### config.mk
export PLATFORM = sky130hd
export DESIGN_NAME = lru_key_value_cache
export DESIGN_NICKNAME = d
export VERILOG_FILES = /design/src/design/lruc_pkg.sv /design/src/design/lru_key_value_cache.sv /design/src/design/lruc_ram.sv /design/src/design/lruc_dir.sv
export VERILOG_INCLUDE_DIRS = /design/src /design/src/design
export SDC_FILE = /design/constraint.sdc
export NUM_CORES = 2
export LEC_CHECK = 0
export BUFFER_PORTS_ARGS = -buffer_cell sky130_fd_sc_hd__buf_2
export CAP_MARGIN = 20
export CORE_MARGIN = 2
export CORE_UTILIZATION = 40
export CTS_BUF_LIST = sky130_fd_sc_hd__clkbuf_16
export CTS_CLUSTER_SIZE = 25
export DETAILED_ROUTE_END_ITERATION = 6
export GPL_TIMING_DRIVEN = 0
export PLACE_DENSITY = 0.53
export SYNTH_ARGS = -nofsm -noshare
export SYNTH_HDL_FRONTEND = slang
export SYNTH_SLANG_ARGS = --single-unit
### constraint.sdc
create_clock -name clock -period 10.6 [get_ports clock]
set_clock_uncertainty 0.15 [all_clocks]
set_input_delay 0.53 -clock clock [delete_from_list [all_inputs] [get_ports clock]]
set_output_delay 0.53 -clock clock [all_outputs]
set_load 0.1 [all_outputs]
### src/design/assert_macros.svh
// Assertion macros used by the cache top level. Each use stands on a line of its own.
`ifndef ASSERT_MACROS_SVH
`define ASSERT_MACROS_SVH

// Property that must hold at every clock edge outside reset.
`define ASSERT_ALWAYS(lbl, prop, msg) \
   lbl: assert property (@(posedge clock) disable iff (reset) (prop)) else $error(msg);

// Consequent that must hold in the cycle after the antecedent.
`define ASSERT_NEXT(lbl, ante, cons, msg) \
   lbl: assert property (@(posedge clock) disable iff (reset) (ante) |=> (cons)) else $error(msg);

`endif

### src/design/lruc_pkg.sv
package lruc_pkg;

   localparam int CacheEntries = 16;
   localparam int SlotW        = $clog2(CacheEntries);
   localparam int CntW         = $clog2(CacheEntries + 1);
   localparam int KeyW         = 32;
   localparam int ValW         = 32;
   localparam int OpW          = 2;
   localparam int CsrDataW     = 32;
   localparam int CsrAddrW     = 3;
   localparam int CsrLimitW    = 5;
   localparam int LimW         = (CntW > CsrLimitW) ? CntW : CsrLimitW;

   localparam logic [CsrLimitW-1:0] LimitReset = CsrLimitW'(16);

   typedef enum logic [OpW-1:0] {
      OP_LOOKUP = 2'd0,
      OP_INSERT = 2'd1,
      OP_ERASE  = 2'd2
   } opcode_type;

   // Register indexes on the configuration port.
   localparam logic REG_ENTRIES_IN_USE = 1'b0;

   typedef struct packed {
      logic [OpW-1:0]  opcode;
      logic [KeyW-1:0] key;
   } dir_req_type;

   typedef struct packed {
      logic             hit;
      logic [SlotW-1:0] hit_slot;
      logic             fill;
      logic [SlotW-1:0] fill_slot;
   } dir_rsp_type;

   typedef struct packed {
      logic [CntW-1:0]         count;
      logic [CacheEntries-1:0] valid;
      logic [CacheEntries-1:0] match;
   } dir_stat_type;

endpackage

### src/design/lru_key_value_cache.sv
// Fully associative key-to-value cache with least-recently-used replacement.
// Requests enter on the req_ channel (opcode, key, value) under valid/ready and
// each gives exactly one result on the rsp_ channel (found, value_out), in order.
// A lookup hit returns the stored value and makes the entry most recent; an insert
// of an absent key stores it, evicting the least recent entry when the limit is
// reached; an erase frees the entry. Both report whether the key was present.
// A request passes through the request register, then the result register, which is
// loaded together with the registered read of the value memory. Throughput is one
// request per cycle while the receiver takes each result, as the tag compare and
// rank update over all slots are combinational.
// The csr_ port holds entries_in_use at byte address 0; values of zero act as one
// and values above the capacity act as the capacity.
// Reset empties the cache and sets entries_in_use to 16.
// While the receiver stalls the result holds, one further request is taken into
// the request register, and req_ready then stays low until the result is taken.
`include "assert_macros.svh"

module lru_key_value_cache (
   input  logic                          clock,
   input  logic                          reset,
   input  logic                          req_valid,
   output logic                          req_ready,
   input  logic [lruc_pkg::OpW-1:0]      req_opcode,
   input  logic [lruc_pkg::KeyW-1:0]     req_lookup_key,
   input  logic [lruc_pkg::ValW-1:0]     req_value_in,
   output logic                          rsp_valid,
   input  logic                          rsp_ready,
   output logic                          rsp_found,
   output logic [lruc_pkg::ValW-1:0]     rsp_value_out,
   input  logic                          csr_psel,
   input  logic                          csr_penable,
   input  logic                          csr_pwrite,
   input  logic [lruc_pkg::CsrAddrW-1:0] csr_paddr,
   input  logic [lruc_pkg::CsrDataW-1:0] csr_pwdata,
   output logic [lruc_pkg::CsrDataW-1:0] csr_prdata,
   output logic                          csr_pready
);
   import lruc_pkg::*;

   logic                 in_valid_ff;
   logic [OpW-1:0]       in_opcode_ff;
   logic [KeyW-1:0]      in_key_ff;
   logic [ValW-1:0]      in_value_ff;
   logic                 rsp_valid_ff, rsp_found_ff, rsp_show_ff;
   logic [CsrLimitW-1:0] limit_ff;
   logic [LimW-1:0]      eff_limit;
   logic                 advance, csr_write;
   logic [ValW-1:0]      ram_rd_data;
   dir_req_type          dir_req;
   dir_rsp_type          dir_rsp;
   dir_stat_type         dir_stat;
   logic                 count_ok, erase_hit;
   logic [CntW-1:0]      count_dec;

   // A request moves on once the result register is free or being emptied.
   assign advance   = in_valid_ff && (!rsp_valid_ff || rsp_ready);
   assign req_ready = !in_valid_ff || advance;

   assign csr_write  = csr_psel && csr_penable && csr_pwrite && csr_pready;
   assign csr_pready = 1'b1;

   always_comb begin
      csr_prdata = '0;
      if (csr_paddr[2] == REG_ENTRIES_IN_USE) begin
         csr_prdata = CsrDataW'(limit_ff);
      end
   end

   always_comb begin
      if (limit_ff == '0) begin
         eff_limit = LimW'(1);
      end else if (LimW'(limit_ff) > LimW'(CacheEntries)) begin
         eff_limit = LimW'(CacheEntries);
      end else begin
         eff_limit = LimW'(limit_ff);
      end
   end

   always_ff @(posedge clock) begin
      if (reset) begin
         limit_ff     <= LimitReset;
         in_valid_ff  <= 1'b0;
         rsp_valid_ff <= 1'b0;
      end else begin
         if (csr_write && (csr_paddr[2] == REG_ENTRIES_IN_USE)) begin
            limit_ff <= csr_pwdata[CsrLimitW-1:0];
         end
         if (req_ready) begin
            in_valid_ff <= req_valid;
         end
         if (advance) begin
            rsp_valid_ff <= 1'b1;
         end else if (rsp_ready) begin
            rsp_valid_ff <= 1'b0;
         end
      end
   end

   always_ff @(posedge clock) begin
      if (req_valid && req_ready) begin
         in_opcode_ff <= req_opcode;
         in_key_ff    <= req_lookup_key;
         in_value_ff  <= req_value_in;
      end
      if (advance) begin
         rsp_found_ff <= dir_rsp.hit;
         rsp_show_ff  <= dir_rsp.hit && (in_opcode_ff == OP_LOOKUP);
      end
   end

   assign dir_req.opcode = in_opcode_ff;
   assign dir_req.key    = in_key_ff;

   lruc_dir u_dir (
      .clock (clock),
      .reset (reset),
      .go    (advance),
      .req   (dir_req),
      .limit (eff_limit),
      .rsp   (dir_rsp),
      .stat  (dir_stat)
   );

   // The value store is read only when a result is loaded, so its output holds during a stall.
   lruc_ram #(
      .Width (ValW),
      .Depth (CacheEntries)
   ) u_values (
      .clock   (clock),
      .wr_en   (advance && dir_rsp.fill),
      .wr_addr (dir_rsp.fill_slot),
      .wr_data (in_value_ff),
      .rd_en   (advance),
      .rd_addr (dir_rsp.hit_slot),
      .rd_data (ram_rd_data)
   );

   assign rsp_valid     = rsp_valid_ff;
   assign rsp_found     = rsp_found_ff;
   assign rsp_value_out = rsp_show_ff ? ram_rd_data : '0;

   assign count_ok  = (dir_stat.count == CntW'($countones(dir_stat.valid)));
   assign erase_hit = advance && dir_rsp.hit && (in_opcode_ff == OP_ERASE);
   assign count_dec = dir_stat.count - CntW'(1);

   `ASSERT_ALWAYS(a_count_tracks_valid, count_ok, "entry count out of step with valid bits")
   `ASSERT_ALWAYS(a_single_match, $onehot0(dir_stat.match), "key held in more than one slot")
   `ASSERT_NEXT(a_erase_frees, erase_hit, dir_stat.count == $past(count_dec), "erase kept entry")

endmodule

### src/design/lruc_ram.sv
module lruc_ram #(
   parameter int Width = 32,
   parameter int Depth = 16
) (
   input  logic                     clock,
   input  logic                     wr_en,
   input  logic [$clog2(Depth)-1:0] wr_addr,
   input  logic [Width-1:0]         wr_data,
   input  logic                     rd_en,
   input  logic [$clog2(Depth)-1:0] rd_addr,
   output logic [Width-1:0]         rd_data
);

   logic [Width-1:0] mem_ff [Depth];
   logic [Width-1:0] rd_data_ff;

   always_ff @(posedge clock) begin
      if (wr_en) begin
         mem_ff[wr_addr] <= wr_data;
      end
      if (rd_en) begin
         rd_data_ff <= mem_ff[rd_addr];
      end
   end

   assign rd_data = rd_data_ff;

endmodule

### src/design/lruc_dir.sv
module lruc_dir (
   input  logic                      clock,
   input  logic                      reset,
   input  logic                      go,
   input  lruc_pkg::dir_req_type     req,
   input  logic [lruc_pkg::LimW-1:0] limit,
   output lruc_pkg::dir_rsp_type     rsp,
   output lruc_pkg::dir_stat_type    stat
);
   import lruc_pkg::*;

   logic [KeyW-1:0]         key_ff   [CacheEntries];
   logic [CacheEntries-1:0] valid_ff, valid_in;
   logic [SlotW-1:0]        rank_ff  [CacheEntries];
   logic [SlotW-1:0]        rank_in  [CacheEntries];
   logic [CntW-1:0]         count_ff, count_in;

   logic [CacheEntries-1:0] match, evict, keep;
   logic                    op_ok, is_lookup, is_insert, is_erase;
   logic                    hit_any, full, touch, fill, drop;
   logic [SlotW-1:0]        hit_slot, hit_rank, fill_slot;

   always_comb begin
      is_lookup = (req.opcode == OP_LOOKUP);
      is_insert = (req.opcode == OP_INSERT);
      is_erase  = (req.opcode == OP_ERASE);
      op_ok     = is_lookup || is_insert || is_erase;

      hit_slot = '0;
      hit_rank = '0;
      for (int i = 0; i < CacheEntries; i++) begin
         match[i] = valid_ff[i] && (key_ff[i] == req.key);
         if (match[i]) begin
            hit_slot = hit_slot | SlotW'(i);
            hit_rank = hit_rank | rank_ff[i];
         end
      end
      hit_any = |match;

      // When the cache is at its limit, every entry from rank limit-1 upwards goes at once.
      full = (LimW'(count_ff) >= limit);
      for (int i = 0; i < CacheEntries; i++) begin
         evict[i] = full && valid_ff[i] && (LimW'(rank_ff[i]) >= (limit - LimW'(1)));
         keep[i]  = valid_ff[i] && !evict[i];
      end

      fill_slot = '0;
      for (int i = CacheEntries - 1; i >= 0; i--) begin
         if (!keep[i]) begin
            fill_slot = SlotW'(i);
         end
      end

      touch = (is_lookup || is_insert) && hit_any;
      fill  = is_insert && !hit_any;
      drop  = is_erase && hit_any;

      valid_in = valid_ff;
      rank_in  = rank_ff;
      count_in = count_ff;
      for (int i = 0; i < CacheEntries; i++) begin
         if (touch) begin
            if (match[i]) begin
               rank_in[i] = '0;
            end else if (valid_ff[i] && (rank_ff[i] < hit_rank)) begin
               rank_in[i] = rank_ff[i] + SlotW'(1);
            end
         end else if (drop) begin
            if (match[i]) begin
               valid_in[i] = 1'b0;
               rank_in[i]  = '0;
            end else if (valid_ff[i] && (rank_ff[i] > hit_rank)) begin
               rank_in[i] = rank_ff[i] - SlotW'(1);
            end
         end else if (fill) begin
            if (SlotW'(i) == fill_slot) begin
               valid_in[i] = 1'b1;
               rank_in[i]  = '0;
            end else begin
               valid_in[i] = keep[i];
               if (keep[i]) begin
                  rank_in[i] = rank_ff[i] + SlotW'(1);
               end
            end
         end
      end

      if (fill) begin
         count_in = full ? CntW'(limit) : (count_ff + CntW'(1));
      end else if (drop) begin
         count_in = count_ff - CntW'(1);
      end
   end

   always_ff @(posedge clock) begin
      if (reset) begin
         valid_ff <= '0;
         count_ff <= '0;
         for (int i = 0; i < CacheEntries; i++) begin
            rank_ff[i] <= '0;
         end
      end else if (go) begin
         valid_ff <= valid_in;
         count_ff <= count_in;
         rank_ff  <= rank_in;
      end
   end

   always_ff @(posedge clock) begin
      if (go && fill) begin
         key_ff[fill_slot] <= req.key;
      end
   end

   assign rsp.hit       = hit_any && op_ok;
   assign rsp.hit_slot  = hit_slot;
   assign rsp.fill      = fill;
   assign rsp.fill_slot = fill_slot;

   assign stat.count = count_ff;
   assign stat.valid = valid_ff;
   assign stat.match = match;

endmodule
* Word-level counts from Yosys, hierarchy flattened
Memories as Yosys holds them, arrays and structs flattened. A register that Yosys moved wholly into a read port is not among the register bits.
Index checks and enable logic that the tools add are counted.
W data, S select, Z words.
** Storage, ports and cells
- Bits in registers :: 160
- RAM bits :: 1024
- Input port bits :: 108
- Logic and storage cells :: 678
- Memories :: 2
** Memory list
- u_dir.key_ff :: words 16, bits a word 32, rd ports 16, clocked after Yosys merged registers in 0, wr ports 1, RTL line lruc_dir.sv:12 : logic [KeyW-1:0] key_ff [CacheEntries];
- u_values.mem_ff :: words 16, bits a word 32, rd ports 1, clocked after Yosys merged registers in 1, wr ports 1, RTL line lruc_ram.sv:14 : logic [Width-1:0] mem_ff [Depth];
** Cells by class
- $add $sub $neg :: 35
- Magnitude comparators :: 50
- Equality and inequality tests :: 81
- Multiplexer cells :: 266
- Bitwise gates (word level) :: 17
- Reductions and logical operators :: 186
** Operator list (number)
- $mux W4 :: 184
- $eq A32 B32 Y1 :: 16
- $logic_and A1 B1 Y1 :: 107
- $ge A4 B5 Y1 :: 16
- $reduce_and A5 Y1 :: 16
- $mux W1 :: 69
- $add A4 B1 Y4 const B :: 16
- $gt A4 B4 Y1 :: 16
- $lt A4 B4 Y1 :: 16
- $ne A4 B3 Y1 const B :: 16
- $reduce_and A4 Y1 :: 16
- $reduce_bool A4 Y1 :: 16
- $sub A4 B1 Y4 const B :: 16
- $or A4 B4 Y4 :: 15
- $ne A3 B3 Y1 const B :: 16
- $eq A4 B4 Y1 const A :: 8
- $mux W32 :: 1
- $ne A2 B2 Y1 const B :: 16
- $mux W5 :: 6
- $logic_not A1 Y1 :: 19
- $eq A3 B4 Y1 const A :: 4
- $reduce_or A16 Y1 :: 1
- $mux W3 :: 4
- $sub A5 B1 Y5 const B :: 2
- other kinds (16) :: 23

* Longest topological paths before layout
An unclocked memory read counts as a cell.
- Depth in word-level cells :: 40
- Depth in mapped cells :: 23
- Mapped depth without buffers :: 21

* By module
Synthesis repeated with hierarchy kept, for this count alone.
** Unflattened totals
- Cell total of the unflattened synthesis :: 4020
- Area total of the unflattened synthesis :: 57053.5 um2
** Modules (own cells, without submodules)
- lruc_dir :: instances 1, cells an instance 3002, area each 34020.1 um2, sequential area each 17076.4 um2
- lruc_ram :: instances 1, cells an instance 838, area each 20155.6 um2, sequential area each 16335.7 um2
- lru_key_value_cache :: instances 1, cells an instance 180, area each 2877.8 um2, sequential area each 2182.1 um2

* Worst setup path before layout
No wires, ideal clock.
- Path type :: reg2reg
- Start :: register limit_ff[1]
- End :: memory u_dir.key_ff[0][0], enable pin
- Arrival :: 9262 ps
- Required time :: 9886 ps
- Slack :: 623 ps
- Cell stages (with the launch flop) :: 15
- Cell sequence :: dfxtp_1 -> nor3_1 -> o21ai_0 -> ha_1 -> xor2_1 -> ha_1 -> o21a_1 -> nor2_1 -> a21oi_1 -> nor4_1 -> o21ai_0 -> o311ai_1 -> clkbuf_1 -> o21ai_0 -> nor3_1
** Between the ends
- Cells in the longest elaborated chain, start to end :: 24
- Elaborated cells on any way between the ends :: 102
** RTL lines
- start, declared :: RTL line lru_key_value_cache.sv:45 : logic [CsrLimitW-1:0] limit_ff;
- start signal, assigned :: RTL line lru_key_value_cache.sv:81 : limit_ff <= LimitReset;
- start signal, assigned :: RTL line lru_key_value_cache.sv:86 : limit_ff <= csr_pwdata[CsrLimitW-1:0];
- $gt A5 B5 Y1 :: RTL line lru_key_value_cache.sv:72 : end else if (LimW'(limit_ff) > LimW'(CacheEntries)) begin
- $mux W5 :: RTL line lru_key_value_cache.sv:72
- $mux W5 * :: RTL line lru_key_value_cache.sv:70 : if (limit_ff == '0) begin
- $sub A5 B1 Y5 or $ge A5 B5 Y1 (tied branches) :: RTL line lruc_dir.sv:43, lruc_dir.sv:41
- $ge A4 B5 Y1 or $logic_and A1 B1 Y1 (tied branches) :: RTL line lruc_dir.sv:43 : evict[i] = full && valid_ff[i] && (LimW'(rank_ff[i]) >= (limit - LimW'(1)));
- $logic_and A1 B1 Y1 :: RTL line lruc_dir.sv:43
- $logic_not A1 Y1 :: RTL line lruc_dir.sv:44 : keep[i] = valid_ff[i] && !evict[i];
- $logic_and A1 B1 Y1 :: RTL line lruc_dir.sv:44
- $mux W4 (15 in series) :: RTL line lruc_dir.sv:49 : if (!keep[i]) begin
- $mux W4 * :: RTL line lruc_dir.sv:49
- end, declared :: RTL line lruc_dir.sv:12
Mark *: on every way between the ends. The rest lies on a longest branch, timed or not.

* Worst setup path after layout
- Start :: register limit_ff[3]
- End :: memory u_dir.key_ff[0][16], enable pin
The elaborated chain is that of the path after synthesis.

==> qor.txt <==
Layout fillers -> 12800
status -> finished, final reports clean
clock insertion delay at the later pin of the skew report -> 810 ps
CP Capture Type -> flip-flop
DR WL/cell -> 31.3 um
synthesized area -> 57700 um2
overall routing resource usage -> 29.2%
largest net degree at the start of global routing -> 48
delay of the slowest critical-path stage -> 970 ps
hold_sp -> csr_pwrite
Slowest-stage cell, CP -> nor3_2
peak fanout along the critical path -> 13
Worst R2R End -> u_dir.key_ff[0][16]$_DFFE_PP_
worst slew pin tran -> 1320 ps
fin util -> 47.6%
row cnt -> 139
Gates resized, CTS repair -> 0
critical path arrival -> 8100 ps
R2R Path Start -> limit_ff[3]$_SDFFE_PP0P_
post-DP HPWL -> 150 mm
layout cells sized above 1 -> 12.0%
crit-path most repeated cell -> buf_6
cell family with most CP delay -> compound AO/OA/AOI/OAI gates
via count -> 41300
sequential fraction of the synthesis area -> 61.7%
Yosys warning total -> 0
Hold EP -> limit_ff[1]$_SDFFE_PP0P_
final hold violation count -> 0
EDFF count, synth -> 1124
total gr overflow -> 0
Routability Congestion -> 0.984
initial core utilization -> 40.2%
CP cell instances -> nor3_1 > o21ai_4 > ha_1 > xor2_4 > buf_16 > ha_1 > nor3_1 > a211oi_1 > or3_1 > a221oi_1 > o311ai_1 > clkbuf_1 > o21ai_0 > nor3_2 > buf_6 > buf_6 > buf_6 > buf_6
Synth Instances -> 4464
Final Setup Violations -> 0
required time worst endpoint -> 10950 ps
CTS tree -> yes
number of distinct library cells after synthesis -> 103
Pwr Density -> 157 nW/um2
Core ar. -> 143000 um2
ys async rst share -> 0%
Hold WC Path Type -> primary input to flip-flop
antenna violations before repair -> 9
CP bufs+invs -> 6
Reg clk slew, reported paths -> 60 ps
Pre-Repair DR Iteration Count -> 6
Root Driver -> clkbuf_16
RSZ-0062 raised after global routing -> no
synthesized area per cell -> 12.9 um2
Synth Register Bits -> 1216
die height -> 384 um
critical path class -> flip-flop to flip-flop
Most used DFF post-synth -> edfxtp_1
DRC -> 0
H-Tree Level Count -> 4
share of power burned in registers -> 49.9%
Max-Cap Viols -> 0
Tmin final -> 7750 ps
Hold-fix buffers, CTS -> 75
Hold WS -> 156 ps
most frequent cells in the layout -> edfxtp_1 (1124), xor2_1 (428), nand2_1 (334)
most common cell after layout, fill and taps aside -> edfxtp_1
Port Buf Inserts -> 118
Fin Setup TNS -> 0 ps
maximum buffer depth of the clock tree -> 3
Relative slew margins -> 11.9%
Num CTS Buffers -> 140
nets@finish -> 5204
Die Width -> 384 um
Area Growth Syn to Fin -> 18.3%
global-route wire length before repair -> 302 mm
Die ar. -> 147000 um2
Routed WL -> 217 mm
clk sinks -> 1216
cell count of the worst reg-to-reg path -> 18
DR iter-0 viols -> 5132
post-CTS setup buffer count -> 0
Vias/cell -> 5.96
Clk pwr share -> 44.7%
Fmax -> 0.129 GHz
Int Power -> 8.18 mW
Top Ports -> 176
fin crit share -> 73.1%
Comb pwr share -> 5.4%
Worst setup SP type -> flip-flop
Switch Pwr -> 2.55 mW
fin. max-slew vios -> 0
number of global-route vias before repair -> 39000
Pleak -> 23.3 nW
Worst Hold Depth -> 4
Sw Ratio -> 23.8%
reg2reg setup slack -> 2850 ps
Worst VDD drop -> 0.131 mV
post-route ant nets -> 0
cell type report:
type	count	area [um2]	share of cell area, %
antenna	4	10.0	0.0147
buffer	261	1600	2.34
clock buffer	141	3530	5.17
clock inverter	105	952	1.40
inverter	91	347	0.508
multi-input combinational	2922	20500	30.0
sequential	1216	35600	52.2
tap	1903	2380	3.49
timing repair buffer	296	3340	4.90
registers in the layout, indices dropped and copies added (netlist names):
| name | count |
|---|---|
| u_dir.key_ff | 512 |
| u_values.mem_ff | 512 |
| u_dir.rank_ff | 64 |
| in_key_ff | 32 |
| in_value_ff | 32 |
| u_values.rd_data | 32 |
| u_dir.valid_ff | 16 |
| limit_ff | 5 |
| u_dir.count_ff | 5 |
| in_opcode_ff | 2 |
| in_valid_ff | 1 |
| rsp_found | 1 |
| rsp_show_ff | 1 |
| rsp_valid | 1 |
logic make-up after synthesis:
logic type / Yosys count / share of synthesized area, %
DFF: 1216 / 61.7
AOI/OAI and AO/OA: 856 / 10.3
xor gates and xnor gates: 521 / 7.95
adders and majority gates: 168 / 3.65
other: 2 / 0.0130
muxes: 59 / 1.03
and+or+nand+nor: 1290 / 11.9
buffers and inverters: 352 / 3.36
synthesized netlist by cell type, types with 17 or more instances:
cell,instances,area (um2)
inv_1,89,334
or3_1,17,106
buf_4,55,413
nand4b_1,22,193
a21oi_1,169,846
o21ai_0,93,465
and2_1,165,1030
a211oi_1,214,1610
a311oi_1,37,324
nand4_1,66,413
nor4_1,194,1210
o21a_1,19,143
nor2b_1,35,219
nand2_1,334,1250
xnor2_1,89,780
clkbuf_1,146,548
buf_6,23,259
mux2i_1,56,561
dfxtp_1,92,1840
o211ai_1,20,150
o21ai_1,17,85.1
nor3_1,112,561
nand3_1,61,305
and3_1,17,106
edfxtp_1,1124,33800
ha_1,168,2100
a221oi_1,21,184
xor2_1,429,3760
a31oi_1,80,500
nor2_1,149,559
nand2b_1,51,319
stage by stage:
step                setup WS (ps)  std cells  cell area, um2  power (mW)
floorplan                     623       4490           57800        5.71
global placement            -8560       6511           60700        5.96
detailed placement           3070       6610           62900        6.00
CTS                          3030       6931           68200        10.8
global route                 2570       6936           68200        11.0
finish                       2850       6939           68200        10.7
power groups by stage:
| stage | Clock, mW | Combinational [mW] | Sequential [mW] |
|---|---|---|---|
| global placement | 0 | 0.465 | 5.49 |
| floorplan | 0 | 0.305 | 5.41 |
| global route | 5.03 | 0.597 | 5.35 |
| finish | 4.80 | 0.579 | 5.35 |
| CTS | 4.85 | 0.567 | 5.35 |
| detailed placement | 0 | 0.544 | 5.45 |
layer usage:
layer  wire, um  track usage (%)  up-vias
met2      95700             44.1     2110
li1           -                -    18000
met5         16                0        -
met4       7780             10.6        2
met3      18600             4.79      387
met1      95300             42.2    20900
worst register-to-register path: cells and delay by family, from the launching register on:
| kind | cells | cell delay [ps] |
|---|---|---|
| buffers and inverters | 6 | 1540 |
| adder cells (fa/ha/maj) | 2 | 630 |
| flip-flops | 1 | 490 |
| AO/OA/AOI/OAI | 5 | 2840 |
| AND/OR/NAND/NOR | 4 | 1360 |
| XOR/XNOR | 1 | 410 |
how the worst max path moves through the flow:
| stage | from | end | slack (ps) | cells past startpoint |
|---|---|---|---|---|
| after floorplan | limit_ff[1]$_SDFFE_PP0P_ | u_dir.key_ff[0][0]$_DFFE_PP_ | 620 | 14 |
| after global placement | limit_ff[1]$_SDFFE_PP0P_ | u_dir.key_ff[0][23]$_DFFE_PP_ | -8560 | 13 |
| after detailed placement | limit_ff[3]$_SDFFE_PP0P_ | u_dir.key_ff[0][23]$_DFFE_PP_ | 3070 | 18 |
| after CTS | limit_ff[3]$_SDFFE_PP0P_ | u_dir.key_ff[0][7]$_DFFE_PP_ | 3030 | 18 |
| after global routing | limit_ff[3]$_SDFFE_PP0P_ | u_dir.key_ff[0][16]$_DFFE_PP_ | 2570 | 18 |
| final | limit_ff[3]$_SDFFE_PP0P_ | u_dir.key_ff[0][16]$_DFFE_PP_ | 2850 | 18 |
No activity file was read; power rests on OpenSTA's default activity.
